===== src/rtl/core/mcf_pkg.sv =====
// Package for the motor command framer: frame descriptor type, operation
// codes and clamp limits. Depends on nothing; every other file imports it.
`timescale 1ns / 1ps
`default_nettype none

package mcf_pkg;

    // Digit geometry of the frame payload.
    localparam int DigitW   = 7;
    localparam int MaxDigit = 9;
    localparam int PayloadW = DigitW * MaxDigit;
    localparam int CountW   = 4;

    // Operation codes carried in the header.
    typedef enum logic [2:0] {
        OP_VOLTAGE     = 3'd0,
        OP_ANGLE_POWER = 3'd1,
        OP_ANGLE_SPEED = 3'd2,
        OP_SPEED       = 3'd3,
        OP_ANGLE_GAINS = 3'd4,
        OP_SPEED_GAINS = 3'd5,
        OP_INVERT      = 3'd6
    } t_op;

    // Clamp bounds and offsets.
    localparam logic signed [31:0] VoltLim   = 32'sd950;
    localparam logic signed [31:0] VoltOfs   = 32'sd1000;
    localparam logic signed [31:0] AngleMax  = 32'sh07FF_FFFF;
    localparam logic signed [31:0] AngleOfs  = 32'sh0800_0000;
    localparam logic signed [31:0] PowerLim  = 32'sd950;
    localparam logic signed [31:0] SpdLimMax = 32'sd16383;
    localparam logic signed [31:0] SpeedMax  = 32'sh000F_FFFF;
    localparam logic signed [31:0] SpeedOfs  = 32'sh0010_0000;
    localparam logic signed [31:0] GainMax   = 32'sd2097151;

    // Checksum seed and header marker.
    localparam logic [6:0] SumSeed    = 7'd6;
    localparam logic       HeaderMark = 1'b1;

    // One classified command waiting to be serialized.
    typedef struct packed {
        logic [7:0]          header;
        logic [PayloadW-1:0] payload;
        logic [CountW-1:0]   digits;
    } t_frame;

endpackage

`default_nettype wire


===== src/rtl/core/motor_command_framer.sv =====
// Top level of the motor command framer: front end, frame queue and back
// end. Depends on mcf_pkg, mcf_front, mcf_queue and mcf_back.
//
// Usage: a command (operation, id, target, drive, three gains) is
// transferred on the input channel (i_valid/o_ready). The output channel
// (o_valid/i_ready) then carries its frame one byte per transfer: header,
// 7-bit payload digits least significant first, and a checksum byte with
// o_last set. Frames are 3 to 11 bytes; the gain commands are 11.
// The header reaches the output register after the command has been written
// into the frame queue, when the serializer is free. Throughput: one byte per
// cycle while i_ready is high, set by the single-byte output register, and
// frames follow each other with no gap.
// A two-entry frame queue sits between the command front end and the
// serializer; o_ready falls only while both entries are occupied.
// Operation code 7 is transferred and produces no bytes.
// Reset (synchronous, active low) empties the queue and the output register.
// When the receiver stalls, the current byte holds and the queue fills.
`timescale 1ns / 1ps
`default_nettype none

module motor_command_framer (
    input  wire logic               i_clk,
    input  wire logic               i_rst_n,
    input  wire logic               i_valid,
    output logic                    o_ready,
    input  wire logic [2:0]         i_operation,
    input  wire logic [3:0]         i_id,
    input  wire logic signed [31:0] i_target,
    input  wire logic signed [31:0] i_drive,
    input  wire logic signed [31:0] i_gain_p,
    input  wire logic signed [31:0] i_gain_i,
    input  wire logic signed [31:0] i_gain_d,
    output logic                    o_valid,
    input  wire logic               i_ready,
    output logic [7:0]              o_frame_byte,
    output logic                    o_last
);
    import mcf_pkg::*;

    t_frame w_front_frame;
    t_frame w_queue_frame;
    logic   w_push_req;
    logic   w_full;
    logic   w_nonempty;
    logic   w_pop;

    // Command classification.
    mcf_front u_front (
        .i_operation (i_operation),
        .i_id        (i_id),
        .i_target    (i_target),
        .i_drive     (i_drive),
        .i_gain_p    (i_gain_p),
        .i_gain_i    (i_gain_i),
        .i_gain_d    (i_gain_d),
        .o_frame     (w_front_frame),
        .o_push_req  (w_push_req)
    );

    assign o_ready = !w_full;

    // Decoupling queue.
    mcf_queue u_queue (
        .i_clk      (i_clk),
        .i_rst_n    (i_rst_n),
        .i_push     (i_valid && o_ready && w_push_req),
        .i_data     (w_front_frame),
        .o_full     (w_full),
        .i_pop      (w_pop),
        .o_data     (w_queue_frame),
        .o_nonempty (w_nonempty)
    );

    // Byte serializer.
    mcf_back u_back (
        .i_clk         (i_clk),
        .i_rst_n       (i_rst_n),
        .i_frame       (w_queue_frame),
        .i_frame_valid (w_nonempty),
        .o_frame_pop   (w_pop),
        .o_valid       (o_valid),
        .i_ready       (i_ready),
        .o_frame_byte  (o_frame_byte),
        .o_last        (o_last)
    );

endmodule

`default_nettype wire


===== src/rtl/core/mcf_front.sv =====
// Front end of the motor command framer: clamps and offsets the command
// fields and packs them into a frame descriptor. Depends on mcf_pkg.
`timescale 1ns / 1ps
`default_nettype none

module mcf_front (
    input  wire logic [2:0]         i_operation,
    input  wire logic [3:0]         i_id,
    input  wire logic signed [31:0] i_target,
    input  wire logic signed [31:0] i_drive,
    input  wire logic signed [31:0] i_gain_p,
    input  wire logic signed [31:0] i_gain_i,
    input  wire logic signed [31:0] i_gain_d,
    output mcf_pkg::t_frame         o_frame,
    output logic                    o_push_req
);
    import mcf_pkg::*;

    // Gain clamp to 0..2097151.
    function automatic logic [20:0] clamp_gain(input logic signed [31:0] g);
        logic [20:0] r;
        if (g < 32'sd0) begin
            r = 21'd0;
        end else if (g > GainMax) begin
            r = 21'h1F_FFFF;
        end else begin
            r = g[20:0];
        end
        return r;
    endfunction

    logic signed [31:0] w_volt_cl;
    logic signed [31:0] w_volt_sum;
    logic signed [31:0] w_angle_sum;
    logic signed [31:0] w_speed_sum;
    logic [10:0]        w_volt;
    logic [27:0]        w_angle;
    logic [20:0]        w_speed;
    logic [13:0]        w_limit;
    logic signed [31:0] w_lim_max;

    // Voltage: clamp to +-950, then offset by 1000.
    always_comb begin
        if (i_drive < -VoltLim) begin
            w_volt_cl = -VoltLim;
        end else if (i_drive > VoltLim) begin
            w_volt_cl = VoltLim;
        end else begin
            w_volt_cl = i_drive;
        end
        w_volt_sum = w_volt_cl + VoltOfs;
        w_volt     = w_volt_sum[10:0];
    end

    // Angle: clamp to 28-bit signed range, then offset to unsigned.
    always_comb begin
        w_angle_sum = i_target + AngleOfs;
        if (i_target < -AngleOfs) begin
            w_angle = 28'd0;
        end else if (i_target > AngleMax) begin
            w_angle = 28'hFFF_FFFF;
        end else begin
            w_angle = w_angle_sum[27:0];
        end
    end

    // Speed: clamp to 21-bit signed range, then offset to unsigned.
    always_comb begin
        w_speed_sum = i_target + SpeedOfs;
        if (i_target < -SpeedOfs) begin
            w_speed = 21'd0;
        end else if (i_target > SpeedMax) begin
            w_speed = 21'h1F_FFFF;
        end else begin
            w_speed = w_speed_sum[20:0];
        end
    end

    // Power or speed limit that follows the angle.
    always_comb begin
        w_lim_max = (t_op'(i_operation) == OP_ANGLE_POWER) ? PowerLim : SpdLimMax;
        if (i_drive < 32'sd0) begin
            w_limit = 14'd0;
        end else if (i_drive > w_lim_max) begin
            w_limit = w_lim_max[13:0];
        end else begin
            w_limit = i_drive[13:0];
        end
    end

    // Classify the operation and pack payload digits, least significant first.
    always_comb begin
        o_frame.header  = {HeaderMark, i_operation, i_id};
        o_frame.payload = '0;
        o_frame.digits  = '0;
        o_push_req      = 1'b1;
        unique case (t_op'(i_operation))
            OP_VOLTAGE: begin
                o_frame.payload = PayloadW'({3'd0, w_volt});
                o_frame.digits  = CountW'(2);
            end
            OP_ANGLE_POWER, OP_ANGLE_SPEED: begin
                o_frame.payload = PayloadW'({w_limit, w_angle});
                o_frame.digits  = CountW'(6);
            end
            OP_SPEED: begin
                o_frame.payload = PayloadW'(w_speed);
                o_frame.digits  = CountW'(3);
            end
            OP_ANGLE_GAINS, OP_SPEED_GAINS: begin
                o_frame.payload = {clamp_gain(i_gain_d), clamp_gain(i_gain_i),
                                   clamp_gain(i_gain_p)};
                o_frame.digits  = CountW'(9);
            end
            OP_INVERT: begin
                o_frame.payload = PayloadW'(i_drive[0]);
                o_frame.digits  = CountW'(1);
            end
            default: begin
                // Unused code: the command is taken and dropped.
                o_push_req = 1'b0;
            end
        endcase
    end

endmodule

`default_nettype wire


===== src/rtl/core/mcf_queue.sv =====
// Two-entry frame descriptor queue between the front and back ends of the
// motor command framer. Depends on mcf_pkg.
`timescale 1ns / 1ps
`default_nettype none

module mcf_queue (
    input  wire logic            i_clk,
    input  wire logic            i_rst_n,
    input  wire logic            i_push,
    input  wire mcf_pkg::t_frame i_data,
    output logic                 o_full,
    input  wire logic            i_pop,
    output mcf_pkg::t_frame      o_data,
    output logic                 o_nonempty
);
    import mcf_pkg::*;

    t_frame     r_mem [2];
    logic       r_wr_ptr;
    logic       r_rd_ptr;
    logic [1:0] r_count;
    logic [1:0] n_count;

    assign o_full     = (r_count == 2'd2);
    assign o_nonempty = (r_count != 2'd0);
    assign o_data     = r_mem[r_rd_ptr];

    // Occupancy follows pushes and pops.
    always_comb begin
        n_count = r_count;
        if (i_push && !i_pop) begin
            n_count = r_count + 2'd1;
        end else if (!i_push && i_pop) begin
            n_count = r_count - 2'd1;
        end
    end

    // Pointers and occupancy.
    always_ff @(posedge i_clk) begin
        if (!i_rst_n) begin
            r_wr_ptr <= 1'b0;
            r_rd_ptr <= 1'b0;
            r_count  <= 2'd0;
        end else begin
            if (i_push) begin
                r_wr_ptr <= ~r_wr_ptr;
            end
            if (i_pop) begin
                r_rd_ptr <= ~r_rd_ptr;
            end
            r_count <= n_count;
        end
    end

    // Entry storage.
    always_ff @(posedge i_clk) begin
        if (i_push) begin
            r_mem[r_wr_ptr] <= i_data;
        end
    end

    // A push never lands on a full queue and a pop never on an empty one.
    a_no_overflow: assert property (@(posedge i_clk) disable iff (!i_rst_n)
        o_full |-> !i_push)
        else $error("push into full frame queue");

    a_no_underflow: assert property (@(posedge i_clk) disable iff (!i_rst_n)
        !o_nonempty |-> !i_pop)
        else $error("pop from empty frame queue");

    // With one entry occupied, the pointers differ.
    a_ptr_count: assert property (@(posedge i_clk) disable iff (!i_rst_n)
        (r_count == 2'd1) |-> (r_wr_ptr != r_rd_ptr))
        else $error("frame queue pointers disagree with count");

endmodule

`default_nettype wire


===== src/rtl/core/mcf_back.sv =====
// Back end of the motor command framer: serializes one frame descriptor as
// header, digits and checksum into an output register. Depends on mcf_pkg.
`timescale 1ns / 1ps
`default_nettype none

module mcf_back (
    input  wire logic            i_clk,
    input  wire logic            i_rst_n,
    input  wire mcf_pkg::t_frame i_frame,
    input  wire logic            i_frame_valid,
    output logic                 o_frame_pop,
    output logic                 o_valid,
    input  wire logic            i_ready,
    output logic [7:0]           o_frame_byte,
    output logic                 o_last
);
    import mcf_pkg::*;

    typedef enum logic [2:0] {
        S_IDLE  = 3'b001,
        S_DIGIT = 3'b010,
        S_CHECK = 3'b100
    } t_state;

    t_state              r_state, n_state;
    logic [PayloadW-1:0] r_payload, n_payload;
    logic [CountW-1:0]   r_left, n_left;
    logic [6:0]          r_sum, n_sum;
    logic                r_out_valid, n_out_valid;
    logic [7:0]          r_out_byte, n_out_byte;
    logic                r_out_last, n_out_last;
    logic                w_advance;

    // The output slot is free when empty or being transferred.
    assign w_advance   = !r_out_valid || i_ready;
    assign o_valid     = r_out_valid;
    assign o_frame_byte = r_out_byte;
    assign o_last      = r_out_last;

    // At most one byte is produced per free output slot.
    always_comb begin
        n_state     = r_state;
        n_payload   = r_payload;
        n_left      = r_left;
        n_sum       = r_sum;
        n_out_valid = r_out_valid;
        n_out_byte  = r_out_byte;
        n_out_last  = r_out_last;
        o_frame_pop = 1'b0;
        if (w_advance) begin
            n_out_valid = 1'b0;
            unique case (r_state)
                S_IDLE: begin
                    if (i_frame_valid) begin
                        o_frame_pop = 1'b1;
                        n_out_valid = 1'b1;
                        n_out_byte  = i_frame.header;
                        n_out_last  = 1'b0;
                        n_sum       = SumSeed + i_frame.header[6:0];
                        n_payload   = i_frame.payload;
                        n_left      = i_frame.digits;
                        n_state     = S_DIGIT;
                    end
                end
                S_DIGIT: begin
                    n_out_valid = 1'b1;
                    n_out_byte  = {1'b0, r_payload[DigitW-1:0]};
                    n_out_last  = 1'b0;
                    n_sum       = r_sum + r_payload[DigitW-1:0];
                    n_payload   = {{DigitW{1'b0}}, r_payload[PayloadW-1:DigitW]};
                    n_left      = r_left - CountW'(1);
                    if (r_left == CountW'(1)) begin
                        n_state = S_CHECK;
                    end
                end
                S_CHECK: begin
                    n_out_valid = 1'b1;
                    n_out_byte  = {1'b0, r_sum};
                    n_out_last  = 1'b1;
                    n_state     = S_IDLE;
                end
                default: begin
                    n_state = S_IDLE;
                end
            endcase
        end
    end

    // Control state.
    always_ff @(posedge i_clk) begin
        if (!i_rst_n) begin
            r_state     <= S_IDLE;
            r_out_valid <= 1'b0;
        end else begin
            r_state     <= n_state;
            r_out_valid <= n_out_valid;
        end
    end

    // Payload registers.
    always_ff @(posedge i_clk) begin
        r_payload  <= n_payload;
        r_left     <= n_left;
        r_sum      <= n_sum;
        r_out_byte <= n_out_byte;
        r_out_last <= n_out_last;
    end

    // While digits are being sent, at least one remains.
    a_digits_left: assert property (@(posedge i_clk) disable iff (!i_rst_n)
        (r_state == S_DIGIT) |-> (r_left != '0))
        else $error("digit phase entered with no digits left");

    // A header is never the last byte and carries the marker bit.
    a_header_shape: assert property (@(posedge i_clk) disable iff (!i_rst_n)
        o_frame_pop |=> (o_valid && o_frame_byte[7] && !o_last))
        else $error("header byte malformed");

    // The checksum byte, like every byte but the header, has the top bit clear.
    a_last_clear: assert property (@(posedge i_clk) disable iff (!i_rst_n)
        (o_valid && o_last) |-> !o_frame_byte[7])
        else $error("checksum byte has top bit set");

    // A new frame is taken only between frames.
    a_pop_idle: assert property (@(posedge i_clk) disable iff (!i_rst_n)
        o_frame_pop |=> (r_state == S_DIGIT))
        else $error("frame popped without entering digit phase");

endmodule

`default_nettype wire

===== config.mk =====
export PLATFORM = sky130hd
export DESIGN_NAME = motor_command_framer
export DESIGN_NICKNAME = d
export VERILOG_FILES = /design/src/rtl/core/mcf_pkg.sv /design/src/rtl/core/motor_command_framer.sv /design/src/rtl/core/mcf_front.sv /design/src/rtl/core/mcf_queue.sv /design/src/rtl/core/mcf_back.sv
export SDC_FILE = /design/constraint.sdc
export NUM_CORES = 1
export LEC_CHECK = 0
export ABC_CLOCK_PERIOD_IN_PS = 7500
export CELL_PAD_IN_SITES_DETAIL_PLACEMENT = 1
export CELL_PAD_IN_SITES_GLOBAL_PLACEMENT = 1
export CORE_UTILIZATION = 40
export CTS_CLUSTER_DIAMETER = 200
export DETAILED_ROUTE_END_ITERATION = 7
export DONT_BUFFER_PORTS = 1
export PLACE_DENSITY_LB_ADDON = 0.1
export SLEW_MARGIN = 20
export SYNTH_ARGS = -nofsm -noshare
export SYNTH_HDL_FRONTEND = slang
export SYNTH_SLANG_ARGS = --single-unit
export TNS_END_PERCENT = 5

===== constraint.sdc =====
create_clock -name i_clk -period 7.5 [get_ports i_clk]
set_input_delay 0.375 -clock i_clk [delete_from_list [all_inputs] [get_ports i_clk]]
set_output_delay 0.375 -clock i_clk [all_outputs]
set_load 0.01 [all_outputs]

==> out/metrics.yaml, run 1 <==
outcome: "completed"
ys_ff_latch: 240
hp-start: "i_rst_n"
die_y_um: 170
fin_setup_tns_ps: 0
cts_resized: 0
fmax_mhz: 337
cap_violations: 0
max_slew_margin_pct: 25.5
grt_pass1_vias: 7871
synthCells: 944
synth_nets: 1136
synth_area_leaders: "edfxtp_1 (61%), mux2i_1 (6.4%), o21ai_0 (5.2%), nor2_1 (3.4%), nand2_1 (2.8%)"
startpoint: "i_drive[11]"
hpwlAfterDp_um: 20600
async_flop_share_pct: 0
r2r_slack_ps: 4780
layout_commonest_cell: "edfxtp_1"
cts_setup_buffers: 0
holdWs_ps: 27.6
synth_top_area_cell: "edfxtp_1"
avgRoutedWirePerCell_um: 22.0
num_vias: 7430
netlist.area_leader.share_pct: 61.2
fin_skew_ps: 8.22
power-per-cell-area_nw_per_um2: 330
hold_violations: 0
io_pins: 182
drtIter0Drc: 409
rr_worst_depth: 5
leakage_nw: 4.09
clkLatencyLatePin_ps: 520
cts_tree: "yes"
synth_area_um2: 11300
crit_family: "simple AND/OR/NAND/NOR gates"
tightestPinTransition_ps: 1120
die_w_um: 170
drive_above_1_share_pct: 6.28
hold_depth: 1
cp_data_arrival_time_ps: 3280
hold_end: "u_queue.r_count[1]$_SDFFE_PN0P_"
yosys_warnings: 0
viasPerCell: 5.57
grt_antenna_before_repair: 1
layout_common_cells: "edfxtp_1 (231), o21ai_0 (118), nor2_1 (102), nand2_1 (84), mux2i_1 (72)"
numPortBuffers: 0
wl_um: 29400
cts_num_sinks: 240
cts-root-buf: "clkbuf_16"
rsz0062_at_grt: "false"
grt_pass1_wl_um: 45200
gp_congestion: 0.847
slowest_delay_ps: 500
path_cells: "or4_1 > nor2_1 > a31oi_1 > o21a_1 > ha_1 > or3_1 > or3_1 > a21boi_0 > a21oi_1 > o31ai_1"
required_ps: 7810
antenna_cells: 0
drcViolationCount: 0
cts_buffers: 26
ys.flop_type: "edfxtp_1"
period_share_pct: 39.6
clk_pin_slew_ps: 60
cts_max_level: 1
final_core_util_pct: 45.1
ys_seq_area_share_pct: 62.8
fp-row-count: 61
r2r-start: "u_back.r_state[0]$_SDFFE_PN1P_"
worstReg2RegEnd: "u_back.r_payload[1]$_DFFE_PP_"
min_period_ps: 2970
synth_edf_count: 231
cpMaxStageDelayCell: "or4_1"
layout.nets: 1129
syn_avg_cell_area_um2: 12.0
hold_class: "in2reg"
ir_worst_vdd_mv: 0.170
path_buf_inv: 0
netlist-cell-type-count: 60
initial_core_util_pct: 40.7
area_delta_synth_final_pct: 10.8
fp.coreArea_um2: 27900
crit_type: "in2reg"
grt_use_total_pct: 20.5
report.final.slew_viol_count: 0
crit_path_end_kind: "register"
setup_viol: 0
cts_buffer_depth: 3
crit_top_cell: "or3_1"
crit_path_start_kind: "primary input"
die_area_um2: 29000
grt_overflow: 0
totalPowerFinal_mw: 4.15
grt_max_degree: 92
drtAntennaViolNets: 0
dr.pass1.iters: 4
critPathMaxFanout: 6
## metal layers
| metal | vias up | global-route usage (%) | wire length (um) |
|---|---|---|---|
| li1 | 3517 | - | - |
| met3 | 29 | 3.51 | 1380 |
| met2 | 211 | 33.9 | 13900 |
| met4 | 0 | 4.58 | 420 |
| met5 | - | 0 | 0 |
| met1 | 3673 | 28.2 | 13700 |
## cell type report
class,count,area (um^2)
Clock buffer,34,702
Clock inverter,12,75.1
Fill cell,2927,15300
Inverter,34,128
Multi-Input combinational cell,619,3920
Sequential cell,240,7120
Tap cell,378,473
Timing Repair Buffer,16,140
## synth_stat cells (all sizes together), types with 2 or more instances
library cell / count
o2111ai: 11
xor2: 10
buf: 18
mux2i: 72
a31o: 3
nand4bb: 2
nor2b: 7
o311ai: 2
nand2b: 5
o21ai: 119
o31ai: 3
clkbuf: 33
xnor2: 9
nand3: 11
a21oi: 24
nor4: 18
nand2: 84
inv: 34
a21o: 3
o21a: 11
edfxtp: 231
ha: 20
nor3: 7
nor2: 104
a21boi: 5
o211ai: 22
and2: 6
and3: 2
a22oi: 7
or4: 2
a311oi: 3
a211oi: 3
a31oi: 7
o211a: 2
or3: 6
nand4: 11
or2: 4
dfxtp: 9
## stage by stage
step | cell area, um^2 | worst slack, ps | std cells
after floorplan | 11300 | 846 | 944
after global placement | 11700 | 4070 | 1279
after detailed placement | 11700 | 4020 | 1279
after CTS | 12500 | 4570 | 1333
after global routing | 12600 | 4330 | 1333
final | 12600 | 4530 | 1333
## where the power goes
part / switching [mW] / total, mW / internal [mW]
logic: 0.538 / 0.835 / 0.298
registers: 0.177 / 2.14 / 1.96
clock network: 0.488 / 1.17 / 0.686
total: 1.20 / 4.15 / 2.95
## registers in the layout, summed over array words and instances, names as in the netlist, named ones only
| register | cells |
|---|---|
| u_queue.r_count | 2 |
| u_back.r_left | 4 |
| u_queue.r_wr_ptr | 1 |
| u_back.r_sum | 7 |
| u_back.o_valid | 1 |
| u_back.r_state | 3 |
| u_queue.r_rd_ptr | 1 |
| u_back.r_payload | 63 |
| u_back.o_frame_byte | 8 |
| u_back.o_last | 1 |
| u_queue.r_mem | 148 |
## worst max path at each step
stage / endpoint / slack, ps / cells past startpoint
floorplan: u_back.r_left[0]$_DFFE_PP_ / 850 / 2
global placement: u_queue.r_mem[0][13]$_DFFE_PP_ / 4070 / 10
detailed placement: u_queue.r_mem[0][13]$_DFFE_PP_ / 4020 / 10
CTS: u_queue.r_mem[0][13]$_DFFE_PP_ / 4570 / 10
global route: u_queue.r_mem[0][13]$_DFFE_PP_ / 4330 / 10
finish: u_queue.r_mem[0][13]$_DFFE_PP_ / 4530 / 10
## cell families (layout without fill, tap and decap cells)
logic type                 after synthesis  count (layout)  share of synthesized area (%)
adders and majority gates               21              21                           2.38
muxes                                   72              72                           6.36
DFF                                    240             240                           62.8
and+or+nand+nor                        274             274                           11.2
xor gates and xnor gates                19              19                           1.47
AOI/OAI and AO/OA                      233             233                           12.8
buffers and inverters                   85              96                           3.07
## worst reg2reg max path: stages, from the launching register on
cell and delay, ps:
dfxtp_1 360, nand2b_1 300, nor2_4 120, buf_4 440, buf_4 750, o21ai_0 420
## what timing repair did
item                       CTS  global route
hold buffers                 8             0
hold endpoints to repair    22             0
setup endpoints to repair    0             0
No activity file was read; power rests on OpenSTA's default activity.
==> run 2, diff against run 1 <==
- ABC_CLOCK_PERIOD_IN_PS: 7500 -> 2400
- clock period: 7.5 -> 2.4 ns (I/O delays scaled with it)
==> run 2 against run 1 <==
Combinational power rose to 3.7 times the previous value. Setup slack worse by 4400 ps. Core utilization up 4.4 points. Critical endpoint unchanged.
==> out/metrics.yaml, run 2 (synthesis gave the netlist of run 1 again) <==
outcome: "completed"
required_ps: 2650  # -5160 ps
viasPerCell: 5.57  # about the same
dr.pass1.iters: 5  # +1
tightestPinTransition_ps: 844  # -274 ps
hold_class: "in2reg"
cts_tree: "yes"
cts_buffers: 26  # unchanged
numPortBuffers: 0  # unchanged
r2r-start: "u_back.r_payload[0]$_DFFE_PP_"
hold_end: "u_queue.r_mem[1][31]$_DFFE_PP_"
crit_path_start_kind: "primary input"
cap_violations: 0  # unchanged
avgRoutedWirePerCell_um: 21.9  # -0.55%
holdWs_ps: 9.31  # -18.3 ps
hold_depth: 2  # +1
hpwlAfterDp_um: 21800  # +5.6%
cts_buffer_depth: 3  # unchanged
fin_skew_ps: 8.02  # -0.202 ps
period_share_pct: 94.1
die_w_um: 170  # unchanged
max_slew_margin_pct: 43.5  # +18 points
hold_violations: 0  # unchanged
drtAntennaViolNets: 0  # unchanged
layout.nets: 1245  # +10%
power-per-cell-area_nw_per_um2: 982  # +200%
cts_num_sinks: 240  # unchanged
clk_pin_slew_ps: 60  # about the same
fmax_mhz: 443
crit_path_end_kind: "register"
hp-start: "i_gain_i[6]"
drive_above_1_share_pct: 10.4  # +4.2 points
cp_data_arrival_time_ps: 2510  # -770 ps
layout_common_cells: "edfxtp_1 (231), o21ai_0 (118), nor2_1 (101), nand2_1 (84), dlygate4sd3_1 (83)"
io_pins: 182  # unchanged
grt_use_total_pct: 21.9  # +1.3 points
largest_register: "u_queue.r_mem"
grt_antenna_before_repair: 1  # unchanged
initial_core_util_pct: 40.7  # unchanged
worstReg2RegEnd: "u_back.r_sum[6]$_DFFE_PP_"
die_area_um2: 29000  # unchanged
grt_pass1_wl_um: 48500  # +7.3%
fp.coreArea_um2: 27900  # unchanged
report.final.slew_viol_count: 0  # unchanged
setup_viol: 0  # unchanged
drtIter0Drc: 445  # +8.8%
totalPowerFinal_mw: 13.6  # +230%
startpoint: "i_drive[11]"
cts-root-buf: "clkbuf_16"
grt_overflow: 0  # unchanged
fp-row-count: 61  # unchanged
drcViolationCount: 0  # unchanged
gp_congestion: 0.849  # +0.27%
antenna_cells: 0  # unchanged
leakage_nw: 4.65  # +14%
rr_worst_depth: 8  # +3
layout_commonest_cell: "edfxtp_1"
rsz0062_at_grt: "false"
crit_type: "in2reg"
die_y_um: 170  # unchanged
critPathMaxFanout: 4  # -2
fin_setup_tns_ps: 0  # unchanged
min_period_ps: 2260
area_delta_synth_final_pct: 21.6
r2r_slack_ps: 290  # -4490 ps
largest_reg_flops: 148  # unchanged
wl_um: 31800  # +8.2%
ir_worst_vdd_mv: 0.520  # +210%
cts_max_level: 1  # unchanged
clkLatencyLatePin_ps: 520  # about the same
grt_max_degree: 83  # -9.8%
fill_cells: 2905  # -0.75%
num_vias: 8079  # +8.7%
grt_pass1_vias: 8697  # +10%
[run 2: cell count changes in the layout (fill, tap and decap cells not counted), sizes merged]
| cell | previous run | this run |
|---|---|---|
| buf | 8 | 49 |
| clkinv | 11 | 8 |
| dlygate4sd3 | 8 | 83 |
| clkbuf | 34 | 38 |
[run 2: stage by stage]
stage	instances	cell area (um^2)	worst slack, ps	util, %
floorplan	944	11400	-612	-
global placement	1320	12100	-360	43.5
detailed placement	1320	12100	-484	43.5
CTS	1450	13800	47.8	49.4
global route	1450	13800	10.6	49.5
finish	1450	13800	142	49.5
[run 2: worst max path at each step]
stage / to / slack [ps] / cells past startpoint
6_report: u_queue.r_mem[0][13]$_DFFE_PP_ / 140 / 11
5_1_grt: u_queue.r_mem[1][42]$_DFFE_PP_ / 10 / 11
4_1_cts: u_queue.r_mem[0][13]$_DFFE_PP_ / 50 / 10
3_5_place_dp: u_queue.r_mem[0][13]$_DFFE_PP_ / -480 / 10
3_3_place_gp: u_queue.r_mem[0][13]$_DFFE_PP_ / -360 / 10
2_1_floorplan: u_back.r_left[0]$_DFFE_PP_ / -610 / 3
[run 2: worst max-delay path: stages]
cell,delay [ps]
or4_1,520
nor2_2,160
a31oi_2,120
o21a_1,190
ha_1,230
or3_1,390
buf_4,150
o21ai_0,200
nand4_1,120
a21oi_1,210
o31ai_2,100
[run 2: power by group]
group	internal, mW	switching [mW]
logic	1.24	1.89
registers	6.11	0.501
clock network	2.24	1.57
[run 2: routing by layer]
| metal | routed length (um) | vias to the layer above | global-route usage, % |
|---|---|---|---|
| met3 | 1520 | 44 | 3.21 |
| met4 | 565 | 0 | 4.94 |
| met1 | 14300 | 4020 | 29.0 |
| li1 | - | 3752 | - |
| met5 | 0 | - | 0 |
| met2 | 15400 | 263 | 37.8 |
[run 2: what timing repair did]
action                                  4_1_cts  5_1_grt
endpoints found under the hold margin       135        0
setup buffers                                 0        0
endpoints found under the setup margin        0        6
hold buffers                                 83        0
gates resized for setup                       0        6
[run 2: cell type report]
class | count | area, um^2 | share of cell area, %
clock inverter | 9 | 62.6 | 0.454
tap | 378 | 473 | 3.43
multi-input combinational | 619 | 3950 | 28.6
sequential | 240 | 7120 | 51.6
inverter | 34 | 128 | 0.925
timing repair buffer | 132 | 1310 | 9.51
clock buffer | 38 | 747 | 5.41
